### src/hdl/q15fir_pkg.sv
// ----------------------------------------------------------------------------
// q15fir_pkg
// Shared types and codes of the streaming Q15 FIR: beat payloads, command and
// register codes, cell and accumulator controls, sequencer states.
// ----------------------------------------------------------------------------
package q15fir_pkg;

   localparam logic [1:0] CMD_SAMPLE = 2'd0;
   localparam logic [1:0] CMD_COEF   = 2'd1;
   localparam logic [1:0] CMD_CLEAR  = 2'd2;

   localparam int CSR_ADDR_W = 3;
   localparam int CSR_DATA_W = 12;

   localparam logic [CSR_ADDR_W-1:0] CSR_TAP_COUNT = 3'd0;
   localparam logic [CSR_ADDR_W-1:0] CSR_IO_FORMAT = 3'd1;
   localparam logic [CSR_ADDR_W-1:0] CSR_ADC_MID   = 3'd2;
   localparam logic [CSR_ADDR_W-1:0] CSR_DAC_MID   = 3'd3;
   localparam logic [CSR_ADDR_W-1:0] CSR_DAC_MAX   = 3'd4;

   localparam logic signed [15:0] Q15_MAX = 16'sh7FFF;
   localparam logic signed [15:0] Q15_MIN = 16'sh8000;

   typedef struct packed {
      logic [1:0]         cmd;
      logic [11:0]        adc_code;
      logic signed [15:0] q15_in;
      logic [6:0]         coeff_index;
      logic signed [15:0] coeff_value;
   } req_type;

   typedef struct packed {
      logic signed [15:0] q15_out;
      logic [11:0]        dac_code;
   } rsp_type;

   typedef enum logic [1:0] {
      SAMP_HOLD,
      SAMP_SHIFT,
      SAMP_ROTATE,
      SAMP_CLEAR
   } samp_op_type;

   typedef enum logic [1:0] {
      COEF_HOLD,
      COEF_ROTATE,
      COEF_WRITE
   } coef_op_type;

   typedef struct packed {
      samp_op_type samp_op;
      coef_op_type coef_op;
   } cell_ctrl_type;

   typedef struct packed {
      logic clear;
      logic term;
   } mac_ctrl_type;

   typedef enum logic [2:0] {
      ST_IDLE,
      ST_ALIGN,
      ST_MAC,
      ST_DRAIN,
      ST_SCALE,
      ST_DONE
   } state_type;

endpackage

### src/hdl/q15fir_cell.sv
// ----------------------------------------------------------------------------
// q15fir_cell
// One tap cell: one history sample and one coefficient. Samples shift in,
// rotate toward cell zero or clear; coefficients rotate away from cell zero
// or take a write addressed to this cell's position.
// ----------------------------------------------------------------------------
module q15fir_cell
   import q15fir_pkg::*;
#(
   parameter int IDX_W = 7,
   parameter int POS   = 0
) (
   input  logic                 clock,
   input  logic                 reset,
   input  cell_ctrl_type        ctrl,
   input  logic [IDX_W-1:0]     wr_pos,
   input  logic signed [15:0]   wr_data,
   input  logic signed [15:0]   samp_prev,
   input  logic signed [15:0]   samp_next,
   input  logic signed [15:0]   coef_prev,
   output logic signed [15:0]   samp_q,
   output logic signed [15:0]   coef_q
);

   localparam logic [IDX_W-1:0] MY_POS = IDX_W'(POS);

   logic signed [15:0] samp_ff, samp_in;
   logic signed [15:0] coef_ff, coef_in;

   always_comb begin
      case (ctrl.samp_op)
         SAMP_SHIFT:  samp_in = samp_prev;
         SAMP_ROTATE: samp_in = samp_next;
         SAMP_CLEAR:  samp_in = '0;
         default:     samp_in = samp_ff;
      endcase
   end

   always_comb begin
      case (ctrl.coef_op)
         COEF_ROTATE: coef_in = coef_prev;
         COEF_WRITE:  coef_in = (wr_pos == MY_POS) ? wr_data : coef_ff;
         default:     coef_in = coef_ff;
      endcase
   end

   always_ff @(posedge clock) begin
      if (reset) begin
         samp_ff <= '0;
         coef_ff <= '0;
      end else begin
         samp_ff <= samp_in;
         coef_ff <= coef_in;
      end
   end

   assign samp_q = samp_ff;
   assign coef_q = coef_ff;

endmodule

### config.mk
export PLATFORM = sky130hd
export DESIGN_NAME = q15fir_cell
export DESIGN_NICKNAME = d
export VERILOG_FILES = /design/src/hdl/q15fir_pkg.sv /design/src/hdl/q15fir_cell.sv
export SDC_FILE = /design/constraint.sdc
export NUM_CORES = 1
export LEC_CHECK = 0
export ABC_AREA = 1
export BUFFER_PORTS_ARGS = -buffer_cell sky130_fd_sc_hd__buf_4
export CORE_MARGIN = 3
export CORE_UTILIZATION = 40
export DETAILED_ROUTE_END_ITERATION = 8
export PLACE_DENSITY = 0.75
export SYNTH_ARGS = -nofsm -noshare
export SYNTH_HDL_FRONTEND = slang
export SYNTH_SLANG_ARGS = --single-unit
### constraint.sdc
create_clock -name clock -period 1.5 [get_ports clock]
set_input_delay 0.225 -clock clock [delete_from_list [all_inputs] [get_ports clock]]
set_output_delay 0.225 -clock clock [all_outputs]
set_load 0.01 [all_outputs]
* Word level (Yosys, flattened, before mapping)
Index checks and enable logic that the tools add are counted.
** Cells by class
- Equal/unequal tests :: 6
- Multiplexer cells :: 3
- Reduce and logical (&&, ||, !) cells :: 4
** Operators by type and width (count)
- one-hot mux 16 bit (3 select lines) :: 1
- one-hot mux 16 bit (2 select lines) :: 1
- 2-to-1 mux 16 bit :: 1
- logical NOT 7 bit :: 1
- == test 2 bit, second input constant :: 3
- == test 2 x 1 -> 1 bit, second input constant :: 2
- nonzero test 3 bit :: 1
- != test 2 bit, second input constant :: 1
- AND reduction 2 bit :: 1
- nonzero test 2 bit :: 1
** Storage, ports and cells
- Bits in registers :: 32
- Input bits :: 77
- Output and inout bits :: 32
- Word-level logic and storage cells :: 15

* Logic depth before layout (Yosys ltp)
- Word-level depth :: 3
- Depth in mapped cells :: 9
- Mapped depth without buffers :: 8

* Worst setup path before layout
Ideal clock, no wire load.
- Kind :: input -> register
- Start :: input ctrl[1] in the netlist's numbering
- End :: register coef_ff[10] (netlist: coef_q[10])
- Setup time :: 0.113 ns
- Arrival :: 1.029 ns
- Data required time :: 1.387 ns
- Setup slack :: 0.358 ns
- Stages on the path :: 8
- Buffers on the path :: 3
- Path through :: buf_6 or2_1 buf_6 nand2_8 buf_8 nand2_1 nand2_1 nor2_1
** On the way
- Cells in the longest elaborated chain, start to end :: 3
- Elaborated cells between the ends (all ways) :: 6
- Classes of those cells :: 3 x eq/ne; 1 x mux; 2 x reduce/logical
** RTL lines
- start: declaration :: RTL line q15fir_cell.sv:15 : input cell_ctrl_type ctrl,
- == test 2 bit or == test 2 x 1 -> 1 bit (tied branches) :: RTL line q15fir_cell.sv:40 : case (ctrl.coef_op)
- != test 2 bit (no source line) or nonzero test 2 bit (tied branches)
- AND reduction 2 bit (no source line)
- end signal: assignment :: RTL line q15fir_cell.sv:53 : coef_ff <= coef_in;
- end: declaration :: RTL line q15fir_cell.sv:28 : logic signed [15:0] coef_ff, coef_in;
Parallel ways exist; a longest one is shown, timed or not.
A chain may end at the register's enable or synchronous reset.

* Worst setup path after layout
- Start :: input ctrl[0] in the netlist's numbering
- End :: register coef_ff[3] (netlist: coef_q[3])
The elaborated chain is that of the path after synthesis.

==> summary.txt <==
STA
  – Unrepaired setup endpoints after global routing: false
  – Fin. Hold Viols: 0
  – Worst Tran Pin Value: 0.497 ns
  – Slew margin rel.: 66.8%
  – Clock skew after layout: 0 ns
  – Count of pins over their slew limit: 0
  – Min Tclk post-route: 1.06 ns
  – Hold_ws: 0.231 ns
  – Total Negative Setup Slacks: 0 ns
  – Fmax: 943 MHz
  – Final setup violation count: 0
  – Fin crit share: 70.7%

CTS
  – CTS root buf: clkbuf_8
  – Cts bufs inserted: 5
  – H-tree Lvls: 2
  – CTS Hold Bufs: 0
  – Clk Latency, worst-skew pair: 0.27 ns
  – TritonCTS clock tree: done
  – Clock buffer depth: 2
  – CTS clk-pin slew, worst paths: 0.07 ns
  – Clock sink count: 32
  – Post-CTS resize count: 0
  – Setup Fix Bufs, Post-CTS: 0

Routing
  – Detailed Route Iter0 Violations: 95
  – DR WL/cell: 11.1 um
  – Top Metal Used: met4
  – Vias per cell: 4.60
  – Post-route ant nets: 0
  – M1 WL: 2.08 mm
  – Metal3 WL: 568 um
  – Met2 wire length: 2.19 mm
  – Pre-antenna DRT Iters: 4
  – Routed vias: 2,024
  – Residual DRC: 0
  – Final wirelength: 4.88 mm

Finish
  – Antenna diode count: 0
  – Reg area: 641 sq um
  – Multi-input gate area: 913 sq um
  – Layout cells sized above 1: 33.1%
  – Area growth from synthesis to layout: 49.0%
  – # fillers: 404
  – Most common cell after layout, fill and taps aside: buf_4
  – Nets@finish: 467
  – Most frequent cells in the layout: buf_4, nand2_1, nand3_1
  – Post-Route Utilization: 64.1%

Place
  – Post-DP HPWL: 3.64 mm
  – GPL Wtd Cong: 0.804
  – PortBufs: 108

Worst setup path
  – Family with the most delay on the worst path: simple AND/OR/NAND/NOR gates
  – Critical Path RT: 1.67 ns
  – Launching element type of the critical path: primary input
  – Crit-path max FO: 24
  – Buffers and inverters on the worst path: 2
  – Worst Setup Path Type: in -> reg
  – Critical path's slowest cell: or2_1
  – Arrival time worst endpoint: 1.23 ns
  – Worst-path cell chain: buf_4 > inv_2 > or2_1 > nand2_8 > nor2_1 > nor2_2
  – Worst path max stage delay: 0.39 ns
  – Nature of the critical path endpoint: flip-flop
  – Crit. path cell count: 6
  – Worst r2r path cells: 4

Global routing
  – GRT overflow: 0
  – Initial antenna violation count: 0
  – Largest net degree at the start of global routing: 33
  – Vias in the first global route: 1,826
  – First-pass GRT wire length: 7.97 mm
  – Total global-route track usage: 18.7%

Pwr
  – Power Dens Cells: 771 nW/um^2
  – Cell leakage power: 0.00157 uW
  – Peak supply drop: 345 uV

Yosys
  – Sequential-to-total area share from yosys stat: 35.7%
  – Mean Syn Cell Area: 6.25 sq um
  – Cells after Synth: 287
  – Synthesized Nets: 364
  – FF+latch count, synth: 32
  – Number of library cell types mapped by synthesis: 17
  – Warnings from Yosys: 0
  – Syn Std Cell Area: 1790 sq um

Die
  – Die area: 5330 sq um
  – Top Ports: 109
  – Core area: 4170 sq um
  – Chip Height: 73.0 um
  – Width of the die: 73.0 um
  – Row count: 23
  – Starting density of the core: 43.0%

Flow run
  – Max Cap Viol: 0

Worst hold path
  – Worst Hold Depth: 5
  – Worst hold path class: in -> reg

Outcome
  – Status: completed
[path summary, 6_finish.rpt]
check	slack (ns)	from	end
max reg2reg	0.80	samp_q[11]$_SDFFE_PP0P_	samp_q[11]$_SDFFE_PP0P_
min reg2reg	0.49	coef_q[9]$_SDFFE_PP0P_	coef_q[9]$_SDFFE_PP0P_
min	0.23	samp_next[5]	samp_q[5]$_SDFFE_PP0P_
max	0.44	ctrl[0]	coef_q[3]$_SDFFE_PP0P_
[layer usage]
metal | track usage, % | vias to the layer above
li1 | - | 1092
met5 | 0 | -
met3 | 6.34 | 4
met2 | 32.2 | 94
met1 | 22.2 | 834
met4 | 4.92 | 0
[through the flow]
step / area (sq um) / total power (uW) / std cells / worst slack, ns
detailed placement: 2600 / 1480 / 433 / 0.147
floorplan: 1790 / 1210 / 287 / 0.358
global placement: 2600 / 1470 / 433 / 0.177
global route: 2670 / 2180 / 440 / 0.324
CTS: 2670 / 2090 / 440 / 0.448
finish: 2670 / 2060 / 440 / 0.439
[cell usage after synthesis]
cell	count	share of area [%]
nand2_1	94	20
nand3_1	64	18
inv_1	34	7.1
dfxtp_1	32	36
nor2_1	26	5.4
buf_2	6	1.7
nor2_2	6	2.1
buf_1	5	1.0
a21oi_1	4	1.1
nand3b_1	4	1.7
buf_6	2	1.3
buf_8	2	1.7
clkbuf_1	2	0.42
nand2_4	2	1.3
or2_1	2	0.70
inv_2	1	0.21
nand2_8	1	1.1
[sequential cells by signal, indices dropped and copies added, names as in the netlist]
signal / cells
coef_q: 16
samp_q: 16
[worst register-to-register path, cell delays in order (launching register included)]
cell and delay (ns):
dfxtp_1 0.34, nand3_1 0.09, nand3_1 0.12, nand2_1 0.05, inv_1 0.05
[cell families (layout without fill, tap and decap cells)]
group | Yosys count | after routing | share of synthesized area, %
compound gates | 4 | 4 | 1.12
simple gates | 199 | 199 | 49.8
buf+inv | 52 | 155 | 13.4
flops | 32 | 32 | 35.7
[layout make-up]
cell class | instances | share of cell area, %
Clock buffer | 6 | 2.71
Timing Repair Buffer | 113 | 31.7
Clock inverter | 1 | 0.187
Multi-Input combinational cell | 203 | 34.2
Tap cell | 50 | 2.34
Sequential cell | 32 | 24.0
Inverter | 35 | 4.91
[power breakdown]
part	total, uW	switching [uW]	internal (uW)	leakage (uW)
Combinational	521	243	279	0.00127
Clock	607	292	315	0.0000410
Sequential	932	28.2	904	0.000264
No activity file was read; power rests on OpenSTA's default activity.
