<file path="src/hdl/q15fir_pkg.sv">
// ----------------------------------------------------------------------------
// q15fir_pkg
// Shared types and codes of the streaming Q15 FIR: beat payloads, command and
// register codes, cell and accumulator controls, sequencer states.
// ----------------------------------------------------------------------------
package q15fir_pkg;

   localparam logic [1:0] CMD_SAMPLE = 2'd0;
   localparam logic [1:0] CMD_COEF   = 2'd1;
   localparam logic [1:0] CMD_CLEAR  = 2'd2;

   localparam int CSR_ADDR_W = 3;
   localparam int CSR_DATA_W = 12;

   localparam logic [CSR_ADDR_W-1:0] CSR_TAP_COUNT = 3'd0;
   localparam logic [CSR_ADDR_W-1:0] CSR_IO_FORMAT = 3'd1;
   localparam logic [CSR_ADDR_W-1:0] CSR_ADC_MID   = 3'd2;
   localparam logic [CSR_ADDR_W-1:0] CSR_DAC_MID   = 3'd3;
   localparam logic [CSR_ADDR_W-1:0] CSR_DAC_MAX   = 3'd4;

   localparam logic signed [15:0] Q15_MAX = 16'sh7FFF;
   localparam logic signed [15:0] Q15_MIN = 16'sh8000;

   typedef struct packed {
      logic [1:0]         cmd;
      logic [11:0]        adc_code;
      logic signed [15:0] q15_in;
      logic [6:0]         coeff_index;
      logic signed [15:0] coeff_value;
   } req_type;

   typedef struct packed {
      logic signed [15:0] q15_out;
      logic [11:0]        dac_code;
   } rsp_type;

   typedef enum logic [1:0] {
      SAMP_HOLD,
      SAMP_SHIFT,
      SAMP_ROTATE,
      SAMP_CLEAR
   } samp_op_type;

   typedef enum logic [1:0] {
      COEF_HOLD,
      COEF_ROTATE,
      COEF_WRITE
   } coef_op_type;

   typedef struct packed {
      samp_op_type samp_op;
      coef_op_type coef_op;
   } cell_ctrl_type;

   typedef struct packed {
      logic clear;
      logic term;
   } mac_ctrl_type;

   typedef enum logic [2:0] {
      ST_IDLE,
      ST_ALIGN,
      ST_MAC,
      ST_DRAIN,
      ST_SCALE,
      ST_DONE
   } state_type;

endpackage

</file>
<file path="src/hdl/q15fir_mac.sv">
// ----------------------------------------------------------------------------
// q15fir_mac
// Shared multiply-accumulate: registered 16x16 product, then a wide
// accumulator that adds the product of every active term.
// ----------------------------------------------------------------------------
module q15fir_mac
   import q15fir_pkg::*;
#(
   parameter int ACC_W = 39
) (
   input  logic                     clock,
   input  logic                     reset,
   input  mac_ctrl_type             ctrl,
   input  logic signed [15:0]       samp,
   input  logic signed [15:0]       coef,
   output logic signed [ACC_W-1:0]  acc
);

   logic signed [31:0]      prod_ff, prod_in;
   logic                    pv_ff, pv_in;
   logic signed [ACC_W-1:0] acc_ff, acc_in;

   always_comb begin
      prod_in = $signed({{16{samp[15]}}, samp}) * $signed({{16{coef[15]}}, coef});
      pv_in   = ctrl.term && !ctrl.clear;
      if (ctrl.clear) begin
         acc_in = '0;
      end else if (pv_ff) begin
         acc_in = acc_ff + $signed({{(ACC_W-32){prod_ff[31]}}, prod_ff});
      end else begin
         acc_in = acc_ff;
      end
   end

   always_ff @(posedge clock) begin
      prod_ff <= prod_in;
      if (reset) begin
         pv_ff  <= 1'b0;
         acc_ff <= '0;
      end else begin
         pv_ff  <= pv_in;
         acc_ff <= acc_in;
      end
   end

   assign acc = acc_ff;

endmodule

</file>
<file path="config.mk">
export PLATFORM = sky130hd
export DESIGN_NAME = q15fir_mac
export DESIGN_NICKNAME = d
export VERILOG_FILES = /design/src/hdl/q15fir_pkg.sv /design/src/hdl/q15fir_mac.sv
export SDC_FILE = /design/constraint.sdc
export NUM_CORES = 1
export LEC_CHECK = 0
export BUFFER_PORTS_ARGS = -buffer_cell sky130_fd_sc_hd__buf_2
export CAP_MARGIN = 10
export CELL_PAD_IN_SITES_DETAIL_PLACEMENT = 2
export CELL_PAD_IN_SITES_GLOBAL_PLACEMENT = 2
export CORE_AREA = 5 5 194 196
export DETAILED_ROUTE_END_ITERATION = 6
export DIE_AREA = 0 0 199 201
export PLACE_DENSITY = 0.91
export SYNTH_ARGS = -nofsm -noshare
export SYNTH_HDL_FRONTEND = slang
export SYNTH_SLANG_ARGS = --single-unit
export TNS_END_PERCENT = 50
</file>
<file path="constraint.sdc">
create_clock -name clock -period 17.2 [get_ports clock]
set_clock_uncertainty 0.05 [all_clocks]
set_input_delay 2.58 -clock clock [delete_from_list [all_inputs] [get_ports clock]]
set_output_delay 2.58 -clock clock [all_outputs]
set_load 0.03 [all_outputs]
</file>
# Word-level counts from Yosys, hierarchy flattened
# Cells that the tools add are included.
# word_totals
word_cells	8
inputBits	36
regBits	72
# classes
reduce_logical	3
n_addsub	1
mul	1
# ops
operator	n
adder 39 x 32 -> 39 bit	1
multiplier 16 x 16 -> 32 bit	1
OR reduction 2 bit	1
logical AND 1 bit	1
zero test 1 bit	1

# Longest topological paths before layout
# Gate-level depths: netlist (run 1).
# logic_depth
word_depth	2
depth_mapped	23
mapped_depth_nobuf	22

# Worst setup path before layout (run 1)
# OpenSTA, ideal clock, no wires.
# synth_timing
path_type	input port to flip-flop
startpoint	input port samp[15]
endpoint	register prod_ff[31]
stages	21
arrival_ns	7.897
required_ns	17.030
setup_slack_ns	9.133
path_buffers	1
setup_time_ns	0.120
path_cell_list	clkbuf_1 -> nand2_1 -> inv_1 -> fa_1 -> fa_1 -> fa_1 -> fa_1 -> fa_1 -> inv_1 -> fa_1 -> inv_1 -> ha_1 -> a21o_1 -> a21o_1 -> a21oi_1 -> o21bai_1 -> a21oi_1 -> or2_2 -> o311ai_0 -> a21oi_1 -> xnor2_1
# synth_via
elab_chain_cells	1
# synth_rtl
item	line_no	rtl
start, declared	q15fir_mac.sv:14	input logic signed [15:0] samp,
multiplier 16 x 16 -> 32 bit	q15fir_mac.sv:24	prod_in = $signed({{16{samp[15]}}, samp}) * $signed({{16{coef[15]}}, coef});
net prod_in[31]	q15fir_mac.sv:19	logic signed [31:0] prod_ff, prod_in;
end signal, assigned	q15fir_mac.sv:36	prod_ff <= prod_in;
end, declared	q15fir_mac.sv:19	
# The timed path passes the listed nets, and every way through them passes these cells.
# A chain may end at the register's enable or synchronous reset.

# Worst setup path in the final report (run 1)
# layout_timing
startpoint	input port coef[2]
endpoint	register prod_ff[31]
# layout_via
elab_chain_cells	1
# layout_rtl
item	line_no	rtl
start, declared	q15fir_mac.sv:15	input logic signed [15:0] coef,
multiplier 16 x 16 -> 32 bit	q15fir_mac.sv:24	
net prod_in[31]	q15fir_mac.sv:19	
# The timed path passes the listed nets, and every way through them passes these cells.

==> reports/metrics.cfg, run 1 <==
[run_status]
status = finished clean

[critical_path]
worstPathCellList = buf_2 > nand2_1 > fa_1 > fa_1 > fa_1 > inv_1 > fa_1 > fa_1 > inv_1 > fa_1 > inv_1 > ha_1 > and4_1 > nand2_1 > o21ai_0 > o21a_1 > a21oi_1 > o311ai_0 > a21oi_1 > xnor2_1
startpoint = coef[2]
slowest_stage = fa_1
crit_path_max_fanout = 16
worstSetupPathType = input port to register
critPathCapture = prod_ff[31]
timing.rr.start = acc[0]
worst_path_largest_cell_delay_ns = 0.53
cp_top_family = adder cells
required_ns = 17.42
cpMostUsedCell = fa_1
critPathCaptureType = register
rr_worst_depth = 12
cp_data_arrival_time_ns = 8.95
r2r_slack_ns = 13.95
startpoint_type = input port
reg2reg_to = acc[34]
critPathBufInv = 4
crit_cells = 20

[place]
gp_congestion = 0.859
dp_hpwl_mm = 42.3
port-buffer-count = 74
dpl.cell_count = 2064

[synth]
yosys.area.top_type = fa_1
synth-edff-count = 0
syn_inst = 1573
ys_ff_latch = 72
synthArstFlopShare = 0
synthTopCellsByArea = fa_1 (38%), ha_1 (11%), dfxtp_1 (10%), inv_1 (8.4%), and2_1 (5.8%)
synth-seq-area-share = 0.103
ys_warn_count = 0
synth-main-ff-cell = dfxtp_1
syn_nets = 1992
yosys.cell_types.count = 66
synth_top_area_share = 0.376
synth.cell_area_mm2 = 0.0140
syn_area_per_cell_um2 = 8.90

[timing]
hold_violations = 0
slew_headroom = 0.380
finalCritPeriodShare = 0.508
fin_crit_ns = 8.73
rsz0062_at_grt = false
fmax_mhz = 115
fin_setup_tns_ns = 0
setup-violations-final = 0
worst_slew_pin_slew_ns = 0.928
slew_viol_final = 0

[global_route]
grt_first_pass_wirelength_mm = 80.6
track_usage = 0.261
grt_max_degree = 41
grt_pass1_vias = 14000
antenna_found_initial = 0
grt_overflow = 0

[cts]
cts_resized = 0
clock-sinks = 72
cts_tree = yes
cts.path.max_buffers = 2
cts-root-buf = clkbuf_16
htree_levels = 3
postCtsSetupBuffers = 0
clkTransAtPathRegs_ns = 0.07
worstSkewPairLatency_ns = 0.35
cts_buffers = 9
postCtsHoldBufs = 0

[detailed_routing]
drt-total-wl_mm = 51.4
drc = 0
dr.pass1.iters = 5
routedWlPerCell_um = 24.7
drtAntennaViolNets = 0
viasPerCell = 5.47
initialDrtViolationCount = 447
vias = 11400

[floorplanning]
die_x_um = 199
core_area_mm2 = 0.0359
fp.dieH_um = 201
io_pins = 75
initial_utilization = 0.390
die_area_mm2 = 0.0400
rows = 70

[cells_and_area]
most-common-layout-cells = inv_1 (315), fa_1 (263), nand2_1 (160)
drive_gt1_frac = 0.0695
diodes = 0
final_nets = 2026
num-fill-cells = 3986
finish.utilization = 0.421
mostFrequentLayoutCell = inv_1
area_growth_pct = 8.01
instances_no_fill = 2080

[run]
cap_violations = 0

[worst_hold_path]
min_path_type = register to register

-- stage by stage --
stage | setup slack [ns] | hold WS [ns] | cell area (um2)
after floorplan | 9.13 | 0.501 | 14000
after global placement | 8.80 | 0.413 | 14800
after detailed placement | 8.20 | 0.441 | 14800
after CTS | 8.53 | 0.449 | 15100
after global routing | 8.31 | 0.464 | 15100
final | 8.47 | 0.446 | 15100
-- how the worst min path moves through the flow --
stage                    start  endpoint  slack, ns  cells past startpoint
detailed placement     acc[38]   acc[38]       0.44                      2
global placement       acc[38]   acc[38]       0.41                      2
floorplan           prod_ff[0]    acc[0]       0.50                      3
global route           acc[26]   acc[26]       0.46                      2
CTS                    acc[38]   acc[38]       0.45                      2
finish                 acc[26]   acc[26]       0.45                      2
-- cells by family after synthesis --
| kind of cell | Yosys count | share of synthesized area |
|---|---|---|
| and+or+nand+nor | 456 | 0.162 |
| adders and majority gates | 383 | 0.483 |
| buffers and inverters | 368 | 0.0990 |
| AOI/OAI and AO/OA | 212 | 0.0998 |
| DFF | 72 | 0.103 |
| xor gates and xnor gates | 60 | 0.0375 |
| muxes | 22 | 0.0157 |
-- state kept, by name, summed over array words and instances (netlist names) --
register,flops
acc,39
pv_ff,1
prod_ff,32
-- area by class of cell --
class / instances / area [um2] / share of cell area
multi-input cells: 1133 / 11200 / 0.739
clock inverters: 7 / 128 / 0.00844
well taps: 468 / 586 / 0.0387
inverters: 315 / 1180 / 0.0782
flip-flops and latches: 72 / 1440 / 0.0954
clock buffers: 9 / 225 / 0.0149
repair buffers: 76 / 385 / 0.0255
-- metal layers --
layer | up-vias | global-route usage | wire length (um) | share of wire
li1 | 4954 | - | - | -
met1 | 5960 | 0.279 | 18400 | 0.36
met2 | 302 | 0.497 | 28500 | 0.55
met3 | 160 | 0.0269 | 1420 | 0.028
met4 | 0 | 0.137 | 3080 | 0.060
met5 | - | 0 | 0 | 0
-- Yosys cell counts, types with 4 or more instances --
cell / n
mux2i_1: 22
o21ai_1: 5
nand2_1: 160
o31ai_1: 4
nand2b_1: 10
inv_1: 315
and3_1: 4
dfxtp_1: 72
clkbuf_1: 43
nand3_1: 20
or2_2: 5
a21o_1: 28
ha_1: 120
a21oi_1: 73
o21a_1: 6
a31oi_1: 6
o21bai_1: 9
o21ai_0: 39
a211oi_1: 5
and2_1: 129
xnor2_1: 43
nor2_1: 73
buf_1: 6
buf_2: 4
nor2b_1: 12
fa_1: 263
o211ai_1: 4
nand4_1: 8
nor3_1: 16
xor2_1: 17
-- worst register-to-register path, cell delays in order (launching register included) --
cell	delay [ns]
dfxtp_1	0.35
ha_1	0.21
inv_1	0.07
fa_1	0.39
and2b_1	0.32
o31ai_4	0.11
a2111oi_4	0.47
o211ai_2	0.18
nand3b_1	0.20
a221o_2	0.23
a211oi_2	0.09
or4_1	0.40
nand3_1	0.11
Power of run 1 is left out: the tool's default activity adds up to more than one toggle a clock period on the data nets, which glitch-free logic cannot reach.
==> run 2: changes to the inputs <==
--- a/config.mk
+++ b/config.mk
@@ -5,14 +5,15 @@
 export SDC_FILE = /design/constraint.sdc
 export NUM_CORES = 1
 export LEC_CHECK = 0
+export ABC_AREA = 1
 export BUFFER_PORTS_ARGS = -buffer_cell sky130_fd_sc_hd__buf_2
 export CAP_MARGIN = 10
 export CELL_PAD_IN_SITES_DETAIL_PLACEMENT = 2
 export CELL_PAD_IN_SITES_GLOBAL_PLACEMENT = 2
-export CORE_AREA = 5 5 194 196
+export CORE_AREA = 5 5 207 209
 export DETAILED_ROUTE_END_ITERATION = 6
-export DIE_AREA = 0 0 199 201
-export PLACE_DENSITY = 0.91
+export DIE_AREA = 0 0 212 214
+export PLACE_DENSITY = 0.94
 export SYNTH_ARGS = -nofsm -noshare
 export SYNTH_HDL_FRONTEND = slang
 export SYNTH_SLANG_ARGS = --single-unit
==> constraint.sdc (replaced) <==
create_clock -name clock -period 8.9 [get_ports clock]
set_clock_uncertainty 0.05 [all_clocks]
set_input_delay 1.335 -clock clock [delete_from_list [all_inputs] [get_ports clock]]
set_output_delay 1.335 -clock clock [all_outputs]
set_load 0.03 [all_outputs]
==> run 2 against run 1 <==
Compared with the run above:
- critical path depth is 2 lower
- design area is 8.5% higher
- via count is 24% higher
- die area is 13% higher
- synthesized cell count is 35% higher
- global-route usage is 2.0 points higher
- utilization is 1.7 points lower
- sequential share of layout area is 0.75 points lower
- sequential cell count stayed put
- critical path type unchanged
- routed wire length is 23% higher
- first-iteration DRC count is 40% higher
==> reports/metrics.cfg, run 2 <==
[run_status]
status = finished clean

[synth]
synth.most_common_cell = inv_1
syn_area_per_cell_um2 = 7.19
syn_nets = 2548
synth.cell_area_mm2 = 0.0153
synth-main-ff-cell = dfxtp_1
synthArstFlopShare = 0
synth_top_area_share = 0.344
yosys.cell_types.count = 43
ys_warn_count = 0
synthTopCellsByArea = fa_1 (34%), inv_1 (14%), nand2_1 (13%), ha_1 (9.8%), dfxtp_1 (9.4%)
yosys.area.top_type = fa_1
synth_common_cells = inv_1 (566), nand2_1 (528), fa_1 (263), nor2_1 (181), ha_1 (120)
synth-edff-count = 0
syn_inst = 2129
ys_ff_latch = 72
synth-seq-area-share = 0.0942

[timing]
slew_headroom = 0.492
fin_crit_ns = 7.31
worst_slew_pin_slew_ns = 0.762
slew_viol_final = 0
fmax_mhz = 137
holdWs_ns = 0.493
setup-violations-final = 0
rsz0062_at_grt = false
finalCritPeriodShare = 0.821
hold_violations = 0
fin_setup_tns_ns = 0

[floorplanning]
initial_utilization = 0.376
rows = 74
io_pins = 75
core_area_mm2 = 0.0406
die_x_um = 212
fp.dieH_um = 214
die_area_mm2 = 0.0454

[critical_path]
critPathCaptureType = register
worstSetupPathType = input port to register
required_ns = 9.09
r2r_slack_ns = 5.89
crit_path_max_fanout = 16
cp_data_arrival_time_ns = 7.50
startpoint_type = input port

[cts]
cts_buffers = 9
htree_levels = 3
cts.path.max_buffers = 2
cts_resized = 0
clkTransAtPathRegs_ns = 0.06
worstSkewPairLatency_ns = 0.37
cts-root-buf = clkbuf_16
postCtsHoldBufs = 0
postCtsSetupBuffers = 0
clock-sinks = 72
cts_tree = yes

[detailed_routing]
dr_wl_met3_mm = 2.04
drc = 0
routedWlPerCell_um = 23.6
drt-total-wl_mm = 63.4
top_layer = met4
initialDrtViolationCount = 624
wl_met2_mm = 34.2
wl_met1_mm = 23.5
vias = 14100
dr.pass1.iters = 5
drtAntennaViolNets = 0
viasPerCell = 5.24

[cells_and_area]
instances_no_fill = 2684
regArea_mm2 = 0.00144
largest_reg_flops = 39
multi_input_comb_area_mm2 = 0.0115
most-common-layout-cells = inv_1 (566), nand2_1 (528), fa_1 (263)
finish.utilization = 0.404
diodes = 0
num-fill-cells = 4809
final_nets = 2566
drive_gt1_frac = 0.0595
area_growth_pct = 7.27
mostFrequentLayoutCell = inv_1

[global_route]
grt_max_degree = 64
track_usage = 0.281
grt_pass1_vias = 17200
grt_overflow = 0
antenna_found_initial = 0
grt_first_pass_wirelength_mm = 98.3

[run]
cap_violations = 0

[place]
gp_congestion = 0.916
dpl.cell_count = 2668
dp_hpwl_mm = 54.7
port-buffer-count = 74

[worst_hold_path]
min_path_type = register to register

## run 2: cell types whose count changed in the layout (fill, tap and decap cells not counted), sizes merged, moves of 12 or more
cell / delta
nand2: +379
inv: +250
and2: -126
nor2: +117
nand3: +38
xnor2: -27
a21o: -22
mux2i: -22
xor2: +19
nor2b: -12
o21ai: +12
## run 2: worst max-delay path, cell delays in order
cell and delay (ns):
buf_2 0.35, nand2_1 0.19, inv_1 0.15, fa_1 0.61
fa_1 0.90, inv_1 0.22, fa_1 0.54, fa_1 0.59
fa_1 0.44, fa_1 0.52, inv_1 0.06, ha_1 0.40
nand2_1 0.15, nor3_1 0.41, nand2_1 0.14, o211a_1 0.29
nand3_1 0.10, nand2_1 0.08
## run 2: final timing paths
| kind | startpoint | to | cells past startpoint |
|---|---|---|---|
| min reg2reg | acc[38] | acc[38] | 2 |
| min | acc[38] | acc[38] | 2 |
| max reg2reg | acc[0] | acc[20] | 14 |
| max | coef[2] | prod_ff[30] | 18 |
## run 2: kinds of logic after synthesis
| logic type | after synthesis | synth area share |
|---|---|---|
| simple gates | 821 | 0.216 |
| buf+inv | 637 | 0.156 |
| fa+ha+maj | 383 | 0.442 |
| compound gates | 164 | 0.0615 |
| flops | 72 | 0.0942 |
| xor+xnor | 52 | 0.0298 |
## run 2: area by class of cell
class,count,area share
tap,532,0.0406
sequential,72,0.0879
inverter,567,0.130
timing repair buffer,77,0.0239
multi-input combinational,1420,0.699
clock inverter,5,0.00389
clock buffer,11,0.0154
## run 2: routing by layer
metal | track usage | vias up
met2 | 0.537 | 414
met4 | 0.144 | 0
met5 | 0 | -
li1 | - | 6225
met1 | 0.299 | 7221
met3 | 0.0304 | 196
## run 2: per-stage QoR
| stage | worst slack (ns) | instance area (um2) |
|---|---|---|
| floorplan | 2.34 | 15300 |
| global placement | 1.80 | 16100 |
| detailed placement | 1.24 | 16100 |
| CTS | 1.61 | 16400 |
| global route | 1.37 | 16400 |
| finish | 1.59 | 16400 |
Power of run 2 is left out for the same reason.
==> run 3: changes to the inputs <==
--- a/config.mk
+++ b/config.mk
@@ -5,15 +5,15 @@
 export SDC_FILE = /design/constraint.sdc
 export NUM_CORES = 1
 export LEC_CHECK = 0
-export ABC_AREA = 1
+export ABC_AREA = 0
 export BUFFER_PORTS_ARGS = -buffer_cell sky130_fd_sc_hd__buf_2
 export CAP_MARGIN = 10
 export CELL_PAD_IN_SITES_DETAIL_PLACEMENT = 2
 export CELL_PAD_IN_SITES_GLOBAL_PLACEMENT = 2
-export CORE_AREA = 5 5 207 209
+export CORE_AREA = 5 5 201 203
 export DETAILED_ROUTE_END_ITERATION = 6
-export DIE_AREA = 0 0 212 214
-export PLACE_DENSITY = 0.94
+export DIE_AREA = 0 0 206 208
+export PLACE_DENSITY = 0.89
 export SYNTH_ARGS = -nofsm -noshare
 export SYNTH_HDL_FRONTEND = slang
 export SYNTH_SLANG_ARGS = --single-unit
==> constraint.sdc (replaced) <==
create_clock -name clock -period 6.15 [get_ports clock]
set_clock_uncertainty 0.05 [all_clocks]
set_input_delay 0.9225 -clock clock [delete_from_list [all_inputs] [get_ports clock]]
set_output_delay 0.9225 -clock clock [all_outputs]
set_load 0.03 [all_outputs]
==> run 3 against run 2 <==
Compared with the run above:
- the flow now finishes with violations (negative setup slack)
- setup slack got worse by 2.1 ns
- final cell count decreased by 15%
- sequential cell count unchanged
- register-to-register slack got worse by 3.1 ns
- hold slack got worse by 0.051 ns
- utilization increased by 3.9 points
- die area decreased by 5.6%
- non-clock buffer count increased by 158
- sequential share of layout area decreased by 0.29 points
- global-route usage increased by 1.5 points
- design area increased by 3.4%
- routed wire length increased by 6.9%
- critical endpoint is now prod_ff[26]
- largest cell class unchanged
- highest routed layer is now met5
==> reports/metrics.cfg, run 3 (synthesis gave the netlist of run 1 again) <==
[run_status]
status = complete, but fails checks
violations = negative setup slack

[worst_hold_path]
hold_depth = 2
min_path_type = register to register
min_to = acc[26]
hold_start = acc[26]

[place]
gp_congestion = 0.881
dp_hpwl_mm = 49.5
port-buffer-count = 74

[cts]
htree_levels = 3
postCtsHoldBufs = 0
cts.path.max_buffers = 2
cts_buffers = 9
cts-root-buf = clkbuf_16
clock-sinks = 72
clkTransAtPathRegs_ns = 0.06
cts_tree = yes
worstSkewPairLatency_ns = 0.36

[cells_and_area]
regArea_mm2 = 0.00144
multi_input_comb_area_mm2 = 0.0116
num-fill-cells = 4171
area_growth_pct = 21.2
most-common-layout-cells = inv_1 (297), fa_1 (241), nand2_1 (155)
mostFrequentLayoutCell = inv_1
finish.utilization = 0.443
diodes = 0
final_nets = 2185
drive_gt1_frac = 0.208
largest_reg_flops = 39

[detailed_routing]
viasPerCell = 5.70
vias = 13100
routedWlPerCell_um = 29.6
dr.pass1.iters = 5
initialDrtViolationCount = 646
drt-total-wl_mm = 67.7
drtAntennaViolNets = 0
drc = 0

[floorplanning]
die_x_um = 206
fp.dieH_um = 208
io_pins = 75
core_area_mm2 = 0.0383
initial_utilization = 0.366
rows = 72
die_area_mm2 = 0.0428

[critical_path]
r2r_slack_ns = 2.74
required_ns = 6.37
cp_data_arrival_time_ns = 6.92
crit_path_max_fanout = 9
rr_worst_depth = 12
startpoint_type = input port
reg2reg_to = acc[16]
worstSetupPathType = input port to register
timing.rr.start = acc[0]
critPathCaptureType = register

[global_route]
antenna_found_initial = 1
grt_pass1_vias = 15600
grt_first_pass_wirelength_mm = 95.6
grt_max_degree = 41
grt_overflow = 0
track_usage = 0.296

[timing]
rsz0062_at_grt = true
finalCritPeriodShare = 1.09
holdWs_ns = 0.442
fmax_mhz = 149
hold_violations = 0
setup_slack_ns = -0.550
slew_headroom = 0.411
fin_crit_ns = 6.70
worst_slew_pin_slew_ns = 0.884
slew_viol_final = 0
fin_setup_tns_ns = -4.72
setup-violations-final = 14

[run]
cap_violations = 0

-- run 3: final cells by class --
class                           instances  share of cell area
Tap cell                              518              0.0382
Inverter                              315              0.0697
Multi-Input combinational cell       1133               0.683
Clock inverter                          6             0.00679
Timing Repair Buffer                  235               0.104
Clock buffer                           10              0.0135
Sequential cell                        72              0.0850
-- run 3: worst max-delay path by stage --
stage | to | cells past startpoint | slack [ns] | from
5_1_grt | prod_ff[29] | 24 | -0.60 | coef[4]
2_1_floorplan | prod_ff[31] | 21 | -0.02 | coef[1]
3_5_place_dp | prod_ff[26] | 24 | -0.89 | coef[3]
4_1_cts | prod_ff[30] | 23 | -0.21 | coef[6]
3_3_place_gp | prod_ff[26] | 22 | -0.31 | coef[2]
6_report | prod_ff[26] | 23 | -0.55 | samp[5]
-- run 3: what timing repair did --
| item | in CTS | in global routing |
|---|---|---|
| setup endpoints to repair | 11 | 14 |
| gates cloned | 0 | 0 |
| gates resized for setup | 95 | 59 |
| buffers inserted | 12 | 10 |
| pin swaps | 72 | 52 |
-- run 3: critical path: stages --
cell      delay, ns
clkbuf_4       0.18
and2_1         0.19
fa_1           0.57
inv_1          0.10
fa_1           0.55
inv_1          0.12
fa_2           0.63
fa_1           0.48
fa_1           0.51
inv_1          0.05
fa_1           0.49
inv_1          0.08
ha_4           0.24
a21o_1         0.18
a21o_1         0.17
a21oi_2        0.17
o211a_1        0.18
o31a_1         0.22
buf_6          0.14
nor2_4         0.04
a311o_1        0.39
a21oi_2        0.14
xnor2_1        0.16
-- run 3: routing by layer --
| layer | share of wire | vias to the layer above | track usage |
|---|---|---|---|
| li1 | - | 5265 | - |
| met1 | 0.33 | 6771 | 0.296 |
| met2 | 0.53 | 659 | 0.559 |
| met3 | 0.045 | 361 | 0.0308 |
| met4 | 0.093 | 2 | 0.212 |
| met5 | 0.00025 | - | 0 |
-- run 3: stage by stage --
step                      cell area (um2)  cells  setup slack [ns]
after floorplan                     14100   1573           -0.0166
after global placement              15900   2251            -0.311
after detailed placement            15900   2251            -0.894
after CTS                           16700   2279            -0.212
after global routing                17000   2289            -0.595
final                               17000   2289            -0.550
Power of run 3 is left out for the same reason.
